File: config.mk
export PLATFORM = sky130hd
export DESIGN_NAME = line_pixel_generator
export DESIGN_NICKNAME = d
export VERILOG_FILES = /design/src/hw/rtl/lpg_pkg.sv /design/src/hw/rtl/lpg_div.sv /design/src/hw/rtl/line_pixel_generator.sv
export SDC_FILE = /design/constraint.sdc
export NUM_CORES = 1
export LEC_CHECK = 0
export BUFFER_PORTS_ARGS = -buffer_cell sky130_fd_sc_hd__buf_2
export CAP_MARGIN = 20
export CELL_PAD_IN_SITES_DETAIL_PLACEMENT = 1
export CELL_PAD_IN_SITES_GLOBAL_PLACEMENT = 2
export CORE_ASPECT_RATIO = 1.25
export CORE_MARGIN = 4
export CORE_UTILIZATION = 36
export CTS_BUF_LIST = sky130_fd_sc_hd__clkbuf_16
export CTS_CLUSTER_DIAMETER = 120
export DETAILED_ROUTE_END_ITERATION = 10
export PLACE_DENSITY = 0.9
export SYNTH_ARGS = -nofsm -noshare
export SYNTH_HDL_FRONTEND = slang
export SYNTH_SLANG_ARGS = --single-unit
File: constraint.sdc
create_clock -name clk -period 9.9 [get_ports clk]
set_input_delay 0.495 -clock clk [delete_from_list [all_inputs] [get_ports clk]]
set_output_delay 0.495 -clock clk [all_outputs]
set_load 0.02 [all_outputs]
File: src/hw/rtl/lpg_pkg.sv
`timescale 1ns / 1ps
`default_nettype none

package lpg_pkg;

    // coordinate width of every endpoint and pixel field
    localparam int COORD_WIDTH = 12;
    // width of the interpolation numerator: coordinate times difference, plus a sum
    localparam int NUM_WIDTH = 2 * COORD_WIDTH + 3;

    // action codes of a request word
    localparam logic ACT_LOAD = 1'b0;
    localparam logic ACT_NEXT = 1'b1;

    typedef logic signed [COORD_WIDTH-1:0] coord_t;

    // request word
    typedef struct packed {
        logic        action;
        coord_t      x_start;
        coord_t      y_start;
        coord_t      x_end;
        coord_t      y_end;
        logic [31:0] line_color;
    } req_word_t;

    // pixel word
    typedef struct packed {
        coord_t      pixel_x;
        coord_t      pixel_y;
        logic [31:0] pixel_color;
        logic        last_pixel;
    } pix_word_t;

    // divider start and operand magnitudes
    typedef struct packed {
        logic                   start;
        logic [NUM_WIDTH-1:0]   num;
        logic [COORD_WIDTH-1:0] den;
    } div_req_t;

    // divider finish pulse and quotient magnitude
    typedef struct packed {
        logic                   done;
        logic [COORD_WIDTH-1:0] quot;
    } div_rsp_t;

endpackage

`default_nettype wire

File: src/hw/rtl/lpg_div.sv
`timescale 1ns / 1ps
`default_nettype none

// restoring divider on magnitudes, one quotient bit per cycle
// the quotient is known to fit in COORD_WIDTH bits, so only that many steps run
module lpg_div
(
    input  wire logic              clk,
    input  wire logic              rst_n,
    input  wire lpg_pkg::div_req_t req,
    output lpg_pkg::div_rsp_t      rsp
);

    localparam int W  = lpg_pkg::COORD_WIDTH;
    localparam int NW = lpg_pkg::NUM_WIDTH;
    localparam int RW = NW - W;
    localparam int CW = $clog2(W);

    logic          busy_reg, busy_next;
    logic          done_reg, done_next;
    logic [CW-1:0] cnt_reg, cnt_next;
    logic [RW-1:0] rem_reg, rem_next;
    logic [W-1:0]  lo_reg, lo_next;
    logic [W-1:0]  den_reg, den_next;

    logic [RW:0]   trial;
    logic [RW:0]   den_ext;
    logic          fits;

    // trial subtract of the shifted remainder
    assign trial   = {rem_reg, lo_reg[W-1]};
    assign den_ext = {{(RW + 1 - W){1'b0}}, den_reg};
    assign fits    = (trial >= den_ext);

    // step control
    always_comb
    begin
        busy_next = busy_reg;
        done_next = 1'b0;
        cnt_next  = cnt_reg;
        rem_next  = rem_reg;
        lo_next   = lo_reg;
        den_next  = den_reg;
        if (req.start)
        begin
            rem_next  = req.num[NW-1:W];
            lo_next   = req.num[W-1:0];
            den_next  = req.den;
            cnt_next  = CW'(W - 1);
            busy_next = 1'b1;
        end
        else if (busy_reg)
        begin
            rem_next = fits ? RW'(trial - den_ext) : trial[RW-1:0];
            // quotient bits enter where the numerator bits leave
            lo_next  = {lo_reg[W-2:0], fits};
            if (cnt_reg == '0)
            begin
                busy_next = 1'b0;
                done_next = 1'b1;
            end
            else
            begin
                cnt_next = cnt_reg - CW'(1);
            end
        end
    end

    always_ff @(posedge clk or negedge rst_n)
    begin
        if (!rst_n)
        begin
            busy_reg <= 1'b0;
            done_reg <= 1'b0;
            cnt_reg  <= '0;
            rem_reg  <= '0;
            lo_reg   <= '0;
            den_reg  <= '0;
        end
        else
        begin
            busy_reg <= busy_next;
            done_reg <= done_next;
            cnt_reg  <= cnt_next;
            rem_reg  <= rem_next;
            lo_reg   <= lo_next;
            den_reg  <= den_next;
        end
    end

    assign rsp.done = done_reg;
    assign rsp.quot = lo_reg;

`ifndef NO_ASSERTIONS
    // a new division never cuts into a running one
    a_start_idle: assert property (@(posedge clk) disable iff (!rst_n)
        req.start |-> !busy_reg)
        else $error("divider started while busy");

    // finish follows the last step
    a_done_after_busy: assert property (@(posedge clk) disable iff (!rst_n)
        done_reg |-> $past(busy_reg) && !busy_reg)
        else $error("divider finish without a running division");
`endif

endmodule

`default_nettype wire

File: src/hw/rtl/line_pixel_generator.sv
`timescale 1ns / 1ps
`default_nettype none

// Line rasterizer that hands out one pixel per request word. A load word (action 0)
// latches two endpoints and a color; it drops any line still in progress. Each next
// word (action 1) yields one pixel word with a last mark; a next word with no line
// active yields nothing. Vertical lines walk y directly: the accepting step and one
// finishing step per pixel. Lines with x_start below x_end walk x from x_start to
// x_end and then, if not flat, y from its low to its high end; lines with x_start
// above x_end walk only y, or nothing if flat. For each pixel of a non-vertical line,
// two steps on the shared multiplier build the interpolation numerator, one step
// starts the divider, a one-bit-per-cycle divider produces the truncated quotient,
// and one step moves the pixel out once the output register is free. The block takes
// one request at a time and holds req_stall high until the pixel is in the output
// register, which lets the next request in while the pixel still waits on pix_stall.
module line_pixel_generator
(
    input  wire logic               clk,
    input  wire logic               rst_n,
    input  wire logic               req_valid,
    output logic                    req_stall,
    input  wire lpg_pkg::req_word_t req_word,
    output logic                    pix_valid,
    input  wire logic               pix_stall,
    output lpg_pkg::pix_word_t      pix_word
);

    localparam int W  = lpg_pkg::COORD_WIDTH;
    localparam int NW = lpg_pkg::NUM_WIDTH;

    typedef enum logic [1:0] {
        PH_IDLE,
        PH_VERT,
        PH_XWALK,
        PH_YWALK
    } phase_t;

    typedef enum logic [2:0] {
        S_IDLE,
        S_MUL0,
        S_MUL1,
        S_PREP,
        S_DIV,
        S_FIN
    } state_t;

    state_t               state_reg, state_next;
    phase_t               phase_reg, phase_next;
    lpg_pkg::coord_t      ax_reg, ax_next;
    lpg_pkg::coord_t      ay_reg, ay_next;
    lpg_pkg::coord_t      bx_reg, bx_next;
    lpg_pkg::coord_t      by_reg, by_next;
    logic signed [W:0]    dx_reg, dx_next;
    logic signed [W:0]    dy_reg, dy_next;
    logic [31:0]          color_reg, color_next;
    lpg_pkg::coord_t      walk_reg, walk_next;
    lpg_pkg::coord_t      pos_reg, pos_next;
    logic                 mode_y_reg, mode_y_next;
    logic                 neg_reg, neg_next;
    logic signed [NW-1:0] acc_reg, acc_next;
    lpg_pkg::coord_t      res_x_reg, res_x_next;
    lpg_pkg::coord_t      res_y_reg, res_y_next;
    logic                 last_reg, last_next;
    logic                 out_valid_reg, out_valid_next;
    lpg_pkg::pix_word_t   out_word_reg, out_word_next;

    lpg_pkg::coord_t      min_y, max_y;
    lpg_pkg::coord_t      ld_min_y;
    logic signed [W:0]    ax_ext, ay_ext, pos_ext;
    logic signed [W:0]    mul_a, mul_b;
    logic signed [2*W+1:0] prod;
    logic [W-1:0]         den_abs;
    logic [W-1:0]         q_signed;
    logic                 accept;

    lpg_pkg::div_req_t    div_req;
    lpg_pkg::div_rsp_t    div_rsp;

    assign accept    = req_valid && !req_stall;
    assign req_stall = (state_reg != S_IDLE);

    // walk bounds of the latched line and of a line being loaded
    assign min_y    = (ay_reg < by_reg) ? ay_reg : by_reg;
    assign max_y    = (ay_reg > by_reg) ? ay_reg : by_reg;
    assign ld_min_y = (req_word.y_start < req_word.y_end) ? req_word.y_start : req_word.y_end;

    assign ax_ext  = {ax_reg[W-1], ax_reg};
    assign ay_ext  = {ay_reg[W-1], ay_reg};
    assign pos_ext = {pos_reg[W-1], pos_reg};

    // shared multiplier operands: anchor term first, then the offset term
    always_comb
    begin
        if (state_reg == S_MUL0)
        begin
            mul_a = mode_y_reg ? ax_ext : ay_ext;
            mul_b = mode_y_reg ? dy_reg : dx_reg;
        end
        else
        begin
            mul_a = mode_y_reg ? (pos_ext - ay_ext) : dy_reg;
            mul_b = mode_y_reg ? dx_reg : (pos_ext - ax_ext);
        end
    end

    assign prod = mul_a * mul_b;

    // divider operands as magnitudes
    assign den_abs       = W'(mode_y_reg ? (dy_reg[W] ? -dy_reg : dy_reg)
                                         : (dx_reg[W] ? -dx_reg : dx_reg));
    assign div_req.start = (state_reg == S_PREP);
    assign div_req.num   = acc_reg[NW-1] ? NW'(-acc_reg) : NW'(acc_reg);
    assign div_req.den   = den_abs;

    assign q_signed = neg_reg ? (~div_rsp.quot + W'(1)) : div_rsp.quot;

    lpg_div u_div
    (
        .clk   (clk),
        .rst_n (rst_n),
        .req   (div_req),
        .rsp   (div_rsp)
    );

    // sequencer
    always_comb
    begin
        state_next     = state_reg;
        phase_next     = phase_reg;
        ax_next        = ax_reg;
        ay_next        = ay_reg;
        bx_next        = bx_reg;
        by_next        = by_reg;
        dx_next        = dx_reg;
        dy_next        = dy_reg;
        color_next     = color_reg;
        walk_next      = walk_reg;
        pos_next       = pos_reg;
        mode_y_next    = mode_y_reg;
        neg_next       = neg_reg;
        acc_next       = acc_reg;
        res_x_next     = res_x_reg;
        res_y_next     = res_y_reg;
        last_next      = last_reg;
        out_valid_next = out_valid_reg;
        out_word_next  = out_word_reg;

        // output register drains independently
        if (out_valid_reg && !pix_stall)
        begin
            out_valid_next = 1'b0;
        end

        case (state_reg)
            S_IDLE:
            begin
                if (accept)
                begin
                    if (req_word.action == lpg_pkg::ACT_LOAD)
                    begin
                        ax_next    = req_word.x_start;
                        ay_next    = req_word.y_start;
                        bx_next    = req_word.x_end;
                        by_next    = req_word.y_end;
                        dx_next    = {req_word.x_end[W-1], req_word.x_end}
                                   - {req_word.x_start[W-1], req_word.x_start};
                        dy_next    = {req_word.y_end[W-1], req_word.y_end}
                                   - {req_word.y_start[W-1], req_word.y_start};
                        color_next = req_word.line_color;
                        if (req_word.x_start == req_word.x_end)
                        begin
                            phase_next = PH_VERT;
                            walk_next  = ld_min_y;
                        end
                        else if (req_word.x_start < req_word.x_end)
                        begin
                            phase_next = PH_XWALK;
                            walk_next  = req_word.x_start;
                        end
                        else if (req_word.y_start != req_word.y_end)
                        begin
                            phase_next = PH_YWALK;
                            walk_next  = ld_min_y;
                        end
                        else
                        begin
                            phase_next = PH_IDLE;
                            walk_next  = '0;
                        end
                    end
                    else
                    begin
                        case (phase_reg)
                            PH_VERT:
                            begin
                                res_x_next = ax_reg;
                                res_y_next = walk_reg;
                                state_next = S_FIN;
                                if (walk_reg >= max_y)
                                begin
                                    last_next  = 1'b1;
                                    phase_next = PH_IDLE;
                                end
                                else
                                begin
                                    last_next = 1'b0;
                                    walk_next = walk_reg + W'(1);
                                end
                            end
                            PH_XWALK:
                            begin
                                res_x_next  = walk_reg;
                                pos_next    = walk_reg;
                                mode_y_next = 1'b0;
                                state_next  = S_MUL0;
                                last_next   = 1'b0;
                                if (walk_reg >= bx_reg)
                                begin
                                    // x walk done: hand over to the y walk unless flat
                                    if (ay_reg != by_reg)
                                    begin
                                        phase_next = PH_YWALK;
                                        walk_next  = min_y;
                                    end
                                    else
                                    begin
                                        last_next  = 1'b1;
                                        phase_next = PH_IDLE;
                                    end
                                end
                                else
                                begin
                                    walk_next = walk_reg + W'(1);
                                end
                            end
                            PH_YWALK:
                            begin
                                res_y_next  = walk_reg;
                                pos_next    = walk_reg;
                                mode_y_next = 1'b1;
                                state_next  = S_MUL0;
                                if (walk_reg >= max_y)
                                begin
                                    last_next  = 1'b1;
                                    phase_next = PH_IDLE;
                                end
                                else
                                begin
                                    last_next = 1'b0;
                                    walk_next = walk_reg + W'(1);
                                end
                            end
                            default:
                            begin
                                state_next = S_IDLE;
                            end
                        endcase
                    end
                end
            end
            S_MUL0:
            begin
                acc_next   = {prod[2*W+1], prod};
                state_next = S_MUL1;
            end
            S_MUL1:
            begin
                acc_next   = acc_reg + {prod[2*W+1], prod};
                state_next = S_PREP;
            end
            S_PREP:
            begin
                // quotient sign: numerator sign against divisor sign
                neg_next   = acc_reg[NW-1] ^ (mode_y_reg ? dy_reg[W] : dx_reg[W]);
                state_next = S_DIV;
            end
            S_DIV:
            begin
                if (div_rsp.done)
                begin
                    if (mode_y_reg)
                    begin
                        res_x_next = q_signed;
                    end
                    else
                    begin
                        res_y_next = q_signed;
                    end
                    state_next = S_FIN;
                end
            end
            S_FIN:
            begin
                if (!out_valid_reg || !pix_stall)
                begin
                    out_word_next.pixel_x     = res_x_reg;
                    out_word_next.pixel_y     = res_y_reg;
                    out_word_next.pixel_color = color_reg;
                    out_word_next.last_pixel  = last_reg;
                    out_valid_next            = 1'b1;
                    state_next                = S_IDLE;
                end
            end
            default:
            begin
                state_next = S_IDLE;
            end
        endcase
    end

    always_ff @(posedge clk or negedge rst_n)
    begin
        if (!rst_n)
        begin
            state_reg     <= S_IDLE;
            phase_reg     <= PH_IDLE;
            ax_reg        <= '0;
            ay_reg        <= '0;
            bx_reg        <= '0;
            by_reg        <= '0;
            dx_reg        <= '0;
            dy_reg        <= '0;
            color_reg     <= '0;
            walk_reg      <= '0;
            pos_reg       <= '0;
            mode_y_reg    <= 1'b0;
            neg_reg       <= 1'b0;
            acc_reg       <= '0;
            res_x_reg     <= '0;
            res_y_reg     <= '0;
            last_reg      <= 1'b0;
            out_valid_reg <= 1'b0;
            out_word_reg  <= '0;
        end
        else
        begin
            state_reg     <= state_next;
            phase_reg     <= phase_next;
            ax_reg        <= ax_next;
            ay_reg        <= ay_next;
            bx_reg        <= bx_next;
            by_reg        <= by_next;
            dx_reg        <= dx_next;
            dy_reg        <= dy_next;
            color_reg     <= color_next;
            walk_reg      <= walk_next;
            pos_reg       <= pos_next;
            mode_y_reg    <= mode_y_next;
            neg_reg       <= neg_next;
            acc_reg       <= acc_next;
            res_x_reg     <= res_x_next;
            res_y_reg     <= res_y_next;
            last_reg      <= last_next;
            out_valid_reg <= out_valid_next;
            out_word_reg  <= out_word_next;
        end
    end

    assign pix_valid = out_valid_reg;
    assign pix_word  = out_word_reg;

`ifndef NO_ASSERTIONS
    // a pixel only appears out of the finishing step
    a_pix_from_fin: assert property (@(posedge clk) disable iff (!rst_n)
        $rose(pix_valid) |-> $past(state_reg == S_FIN))
        else $error("pixel word without a finished computation");

    // the divider only finishes while the sequencer waits for it
    a_done_in_div: assert property (@(posedge clk) disable iff (!rst_n)
        div_rsp.done |-> state_reg == S_DIV)
        else $error("divider finished outside the divide step");

    // walk position never passes the inclusive end of its walk
    a_walk_bound: assert property (@(posedge clk) disable iff (!rst_n)
        ((phase_reg == PH_VERT || phase_reg == PH_YWALK) |-> walk_reg <= max_y)
        and (phase_reg == PH_XWALK |-> walk_reg <= bx_reg))
        else $error("walk position beyond line end");

    // an empty output register is filled right away at the finishing step
    a_fin_fills: assert property (@(posedge clk) disable iff (!rst_n)
        (state_reg == S_FIN && !pix_valid) |=> pix_valid && state_reg == S_IDLE)
        else $error("finished pixel not moved into the output register");
`endif

endmodule

`default_nettype wire

==> summary by stage <==
Die
The width of the die is roughly 250 µm. For this configuration, the core starts out at a cell density of 0.3659. In this run the core area contains between 100 and 150 standard-cell rows. The floorplan step defined a die boundary enclosing 0.07535 mm². The area of the core is ~0.070 mm².

The number of top-level design ports is approximately 140. The overall die height is between 300 and 400 µm.

Yosys
The number of nets in the synthesized netlist is 3326. The count of yosys warnings during synthesis is 0. Yosys mapped the design onto just under 70 distinct sky130hd cell types. The average footprint of a synthesized cell is between 8 and 9 µm². The synthesized netlist occupies a cell area of 0.02556 mm². The leading register cell type out of synthesis is dfrtp_1. The share of the Yosys chip area taken by registers is 0.2859. In this run, synthesis inferred 0 flip-flops with an integrated enable.

Synthesis handed over a netlist of 2873 instances. In this run, synthesis produced a sequential element count of a little under 300. Counting flops with an async set or reset pin after synthesis yields a share of 1.000.

Setup path
In this design, the largest share of critical-path delay is due to adder cells. The critical path class is reg -> reg. The worst reg2reg path depth is 38.

The kind of start point of the critical path is a flop. Along the worst path, the maximum fanout reaches 5. Counting buffers and inverters, the worst setup path is 38 cells deep. The slowest stage of the critical path belongs to the cell fa_1. Data on the critical path is required at its endpoint by just over 10 ns. Counting both buffers and inverters, the worst setup path holds a total of 4. The cell seen most often among critical-path stages is fa_1.

The worst register-to-register path ends at acc_reg[26]$_DFFE_PN0P_. The endpoint type of the worst setup path is a flop. Data arrives at the worst endpoint at just under 10 ns. The source of the worst register-to-register timing path is ax_reg[1]$_DFFE_PN0P_. In this design, the stage delay of the slowest critical-path cell is around 0.56 ns.

The reg2reg setup slack is ~0.44 ns.

Power
The share of total power in combinational logic is 0.057. The peak supply drop is 0.0001188 V. Of the total power, the clock network draws 0.507. Of the total power, registers draw 0.437. For this design the total switching power over the nets is approximately 0.66 mW. The leakage power is approximately 14 nW. The areal power density over the cells is approximately 94 mW/mm². Of the total power, the share spent switching nets is 0.2433. Cell internal power was estimated by the tool at around 2.1 mW.

Timing
In the finished design, the share of the clock period the worst path needs comes to 0.9552. The number of pins exceeding their max-slew limit in the final report came to 0. The highest clock rate is approximately 0.11 GHz. The minimum clock period after layout is roughly 9.5 ns. Summed over all failing endpoints, the final setup total negative slack is 0 ns. Measured against its own limit, the worst slew margin works out to 0.2615. The number of hold violations in the final report was 0. The tightest hold margin is between 0.1 and 0.15 ns. The setup-violating endpoint count in the final report is 0. For the final database, setup skew stands at 0.01306 ns. The actual slew at the worst max-slew pin is about 1.1 ns.

Placement
The routability congestion estimate is ~0.88. The half-perimeter wire length after detailed placement is about 64000 µm. The number of instances in the placed design is slightly below 4000.

Buffers placed on the I/O ports in this run total ~140. The cell area after placement is 0.02756 mm².

Global routing
The total overflow left after global routing is 0. Entering global routing, the biggest net connects 101 pins. The global-route total usage across every layer is 0.2181. The initial antenna violation count was 0. The via count of the first global-routing pass was approximately 23000. The first global-routing pass estimated about 130000 µm of wire.

Layout
At the end of the flow the core is filled with cells to 0.4148. In the final layout, the share of cells above drive strength 1 is 0.1443. Relative to the synthesized area, the layout overhead comes to 13.38%.

The post-route standard cell area excluding fillers is 0.02898 mm². The antenna cell count is 0. The count of nets after finishing is ~3500.

For this run, the number of standard cells in the final layout without fillers is 3964. The flip-flop count of the largest register after layout is between 50 and 60.

Min path
The worst-case hold path end point is color_reg[1]$_DFFE_PN0P_. The worst hold path belongs to the class in -> reg. The hold path depth is 3. The startpoint identified for the worst hold timing path is req_word[1].

CTS
The TritonCTS clock tree is yes. The cell at the root of the clock tree is clkbuf_16. The number of buffers between clock root and the deepest sink is 3. The H-tree was split into 2 levels. Clock-pin slew was measured on the worst setup and hold paths at around 0.060 ns.

TritonCTS created 34 clock buffers. The worst-skew pair later-pin latency is 0.56 ns. The count of clock tree sinks is ~290.

Detailed routing
The detailed router finished its first iteration with between 800 and 900 violations. Summing over every cut layer, the via total after detailed routing is ~21000. After detailed routing, the total wire length is just over 80000 µm.

The count of unresolved DRC violations after routing is 0. The per-cell via count in the routed design is about 5.4. The remaining number of nets flagged by the antenna check after routing is 0. The pre-antenna-repair detailed-routing pass consisted of 5 iterations.

The routed length per instance is around 21 µm.

Flow run
Across the run, the number of max-cap violations was 0.

Outcome
The flow ran to the end, and the final reports show no timing, DRC or antenna violations.
-- power groups by stage --
stage / Combinational [mW] / Sequential (mW) / Clock, mW
2_1_floorplan: 0.0739 / 1.22 / 0
3_3_place_gp: 0.152 / 1.22 / 0
3_5_place_dp: 0.153 / 1.22 / 0
4_1_cts: 0.155 / 1.19 / 1.43
5_1_grt: 0.172 / 1.19 / 1.47
6_report: 0.155 / 1.19 / 1.38
-- layer usage --
| layer | share of wire | GRT usage |
|---|---|---|
| met5 | 0 | 0 |
| met4 | 0.056 | 0.1047 |
| met3 | 0.026 | 0.02194 |
| met2 | 0.52 | 0.4000 |
| met1 | 0.40 | 0.2535 |
-- worst max path at each step --
| stage | to | startpoint | slack [ns] |
|---|---|---|---|
| floorplan | acc_reg[26]$_DFFE_PN0P_ | ay_reg[0]$_DFFE_PN0P_ | 0.33 |
| global placement | acc_reg[26]$_DFFE_PN0P_ | ay_reg[0]$_DFFE_PN0P_ | 0.15 |
| detailed placement | acc_reg[26]$_DFFE_PN0P_ | ay_reg[0]$_DFFE_PN0P_ | -0.16 |
| CTS | acc_reg[26]$_DFFE_PN0P_ | ax_reg[1]$_DFFE_PN0P_ | 0.01 |
| global route | acc_reg[26]$_DFFE_PN0P_ | ax_reg[1]$_DFFE_PN0P_ | -0.02 |
| finish | acc_reg[26]$_DFFE_PN0P_ | ax_reg[1]$_DFFE_PN0P_ | 0.44 |
-- tightest hold or removal path: stages --
cell,delay [ns]
buf_2,0.07
nand2_1,0.04
nand2_1,0.05
-- what timing repair did --
item,CTS,global route
endpoints found under the hold margin,49,0
setup buffers,1,7
gates resized for setup,5,41
cloned,0,0
pin swaps,1,9
setup endpoints to repair,3,9
hold buffers,1,0
-- metrics by stage --
stage	total power, mW	worst slack, ns
2_1_floorplan	1.289	0.3318
5_1_grt	2.834	-0.02430
3_3_place_gp	1.368	0.1497
4_1_cts	2.773	0.01202
6_report	2.733	0.4431
3_5_place_dp	1.368	-0.1619
-- cell type report --
cell class / count / area [µm²]
repair buffers: 222 / 1341
well taps: 935 / 1170
flip-flops and latches: 292 / 7310
fillers: 8260 / 40880
clock buffers: 34 / 850.8
multi-input cells: 2151 / 16810
inverters: 302 / 1134
clock inverters: 28 / 359.1
-- cell families (layout without fill, tap and decap cells) --
kind of cell               after synthesis  count (layout)  synth area share
muxes                                  155             155           0.06927
DFF                                    292             292            0.2859
AOI/OAI and AO/OA                      626             626            0.1522
and+or+nand+nor                        853             853            0.1484
buffers and inverters                  430             586           0.06339
adders and majority gates              368             368            0.2298
xor gates and xnor gates               149             149           0.05106
-- Yosys cell counts, drive strengths merged, types with 32 or more instances --
library cell | count | share of area
xnor2 | 102 | 0.035
o211ai | 34 | 0.010
o31ai | 32 | 0.0099
xor2 | 47 | 0.016
ha | 199 | 0.097
mux2 | 95 | 0.042
o21ai | 237 | 0.046
clkbuf | 112 | 0.016
dfrtp | 292 | 0.29
a21oi | 119 | 0.023
nor2b | 48 | 0.012
nor2 | 172 | 0.025
mux2i | 52 | 0.020
nand2b | 47 | 0.012
inv | 302 | 0.044
nand2 | 439 | 0.064
fa | 169 | 0.13
-- layout by cell type, fill, tap and decap left out, drive strengths merged, types with 34 or more instances in the layout --
cell    count
nor2      172
buf       221
clkbuf     34
nor2b      48
xor2       47
mux2       95
mux2i      52
a21oi     119
fa        169
inv       309
dfrtp     292
o211ai     34
xnor2     102
nand2b     47
nand2     439
ha        199
o21ai     237
Power figures use the tool's default switching activity.
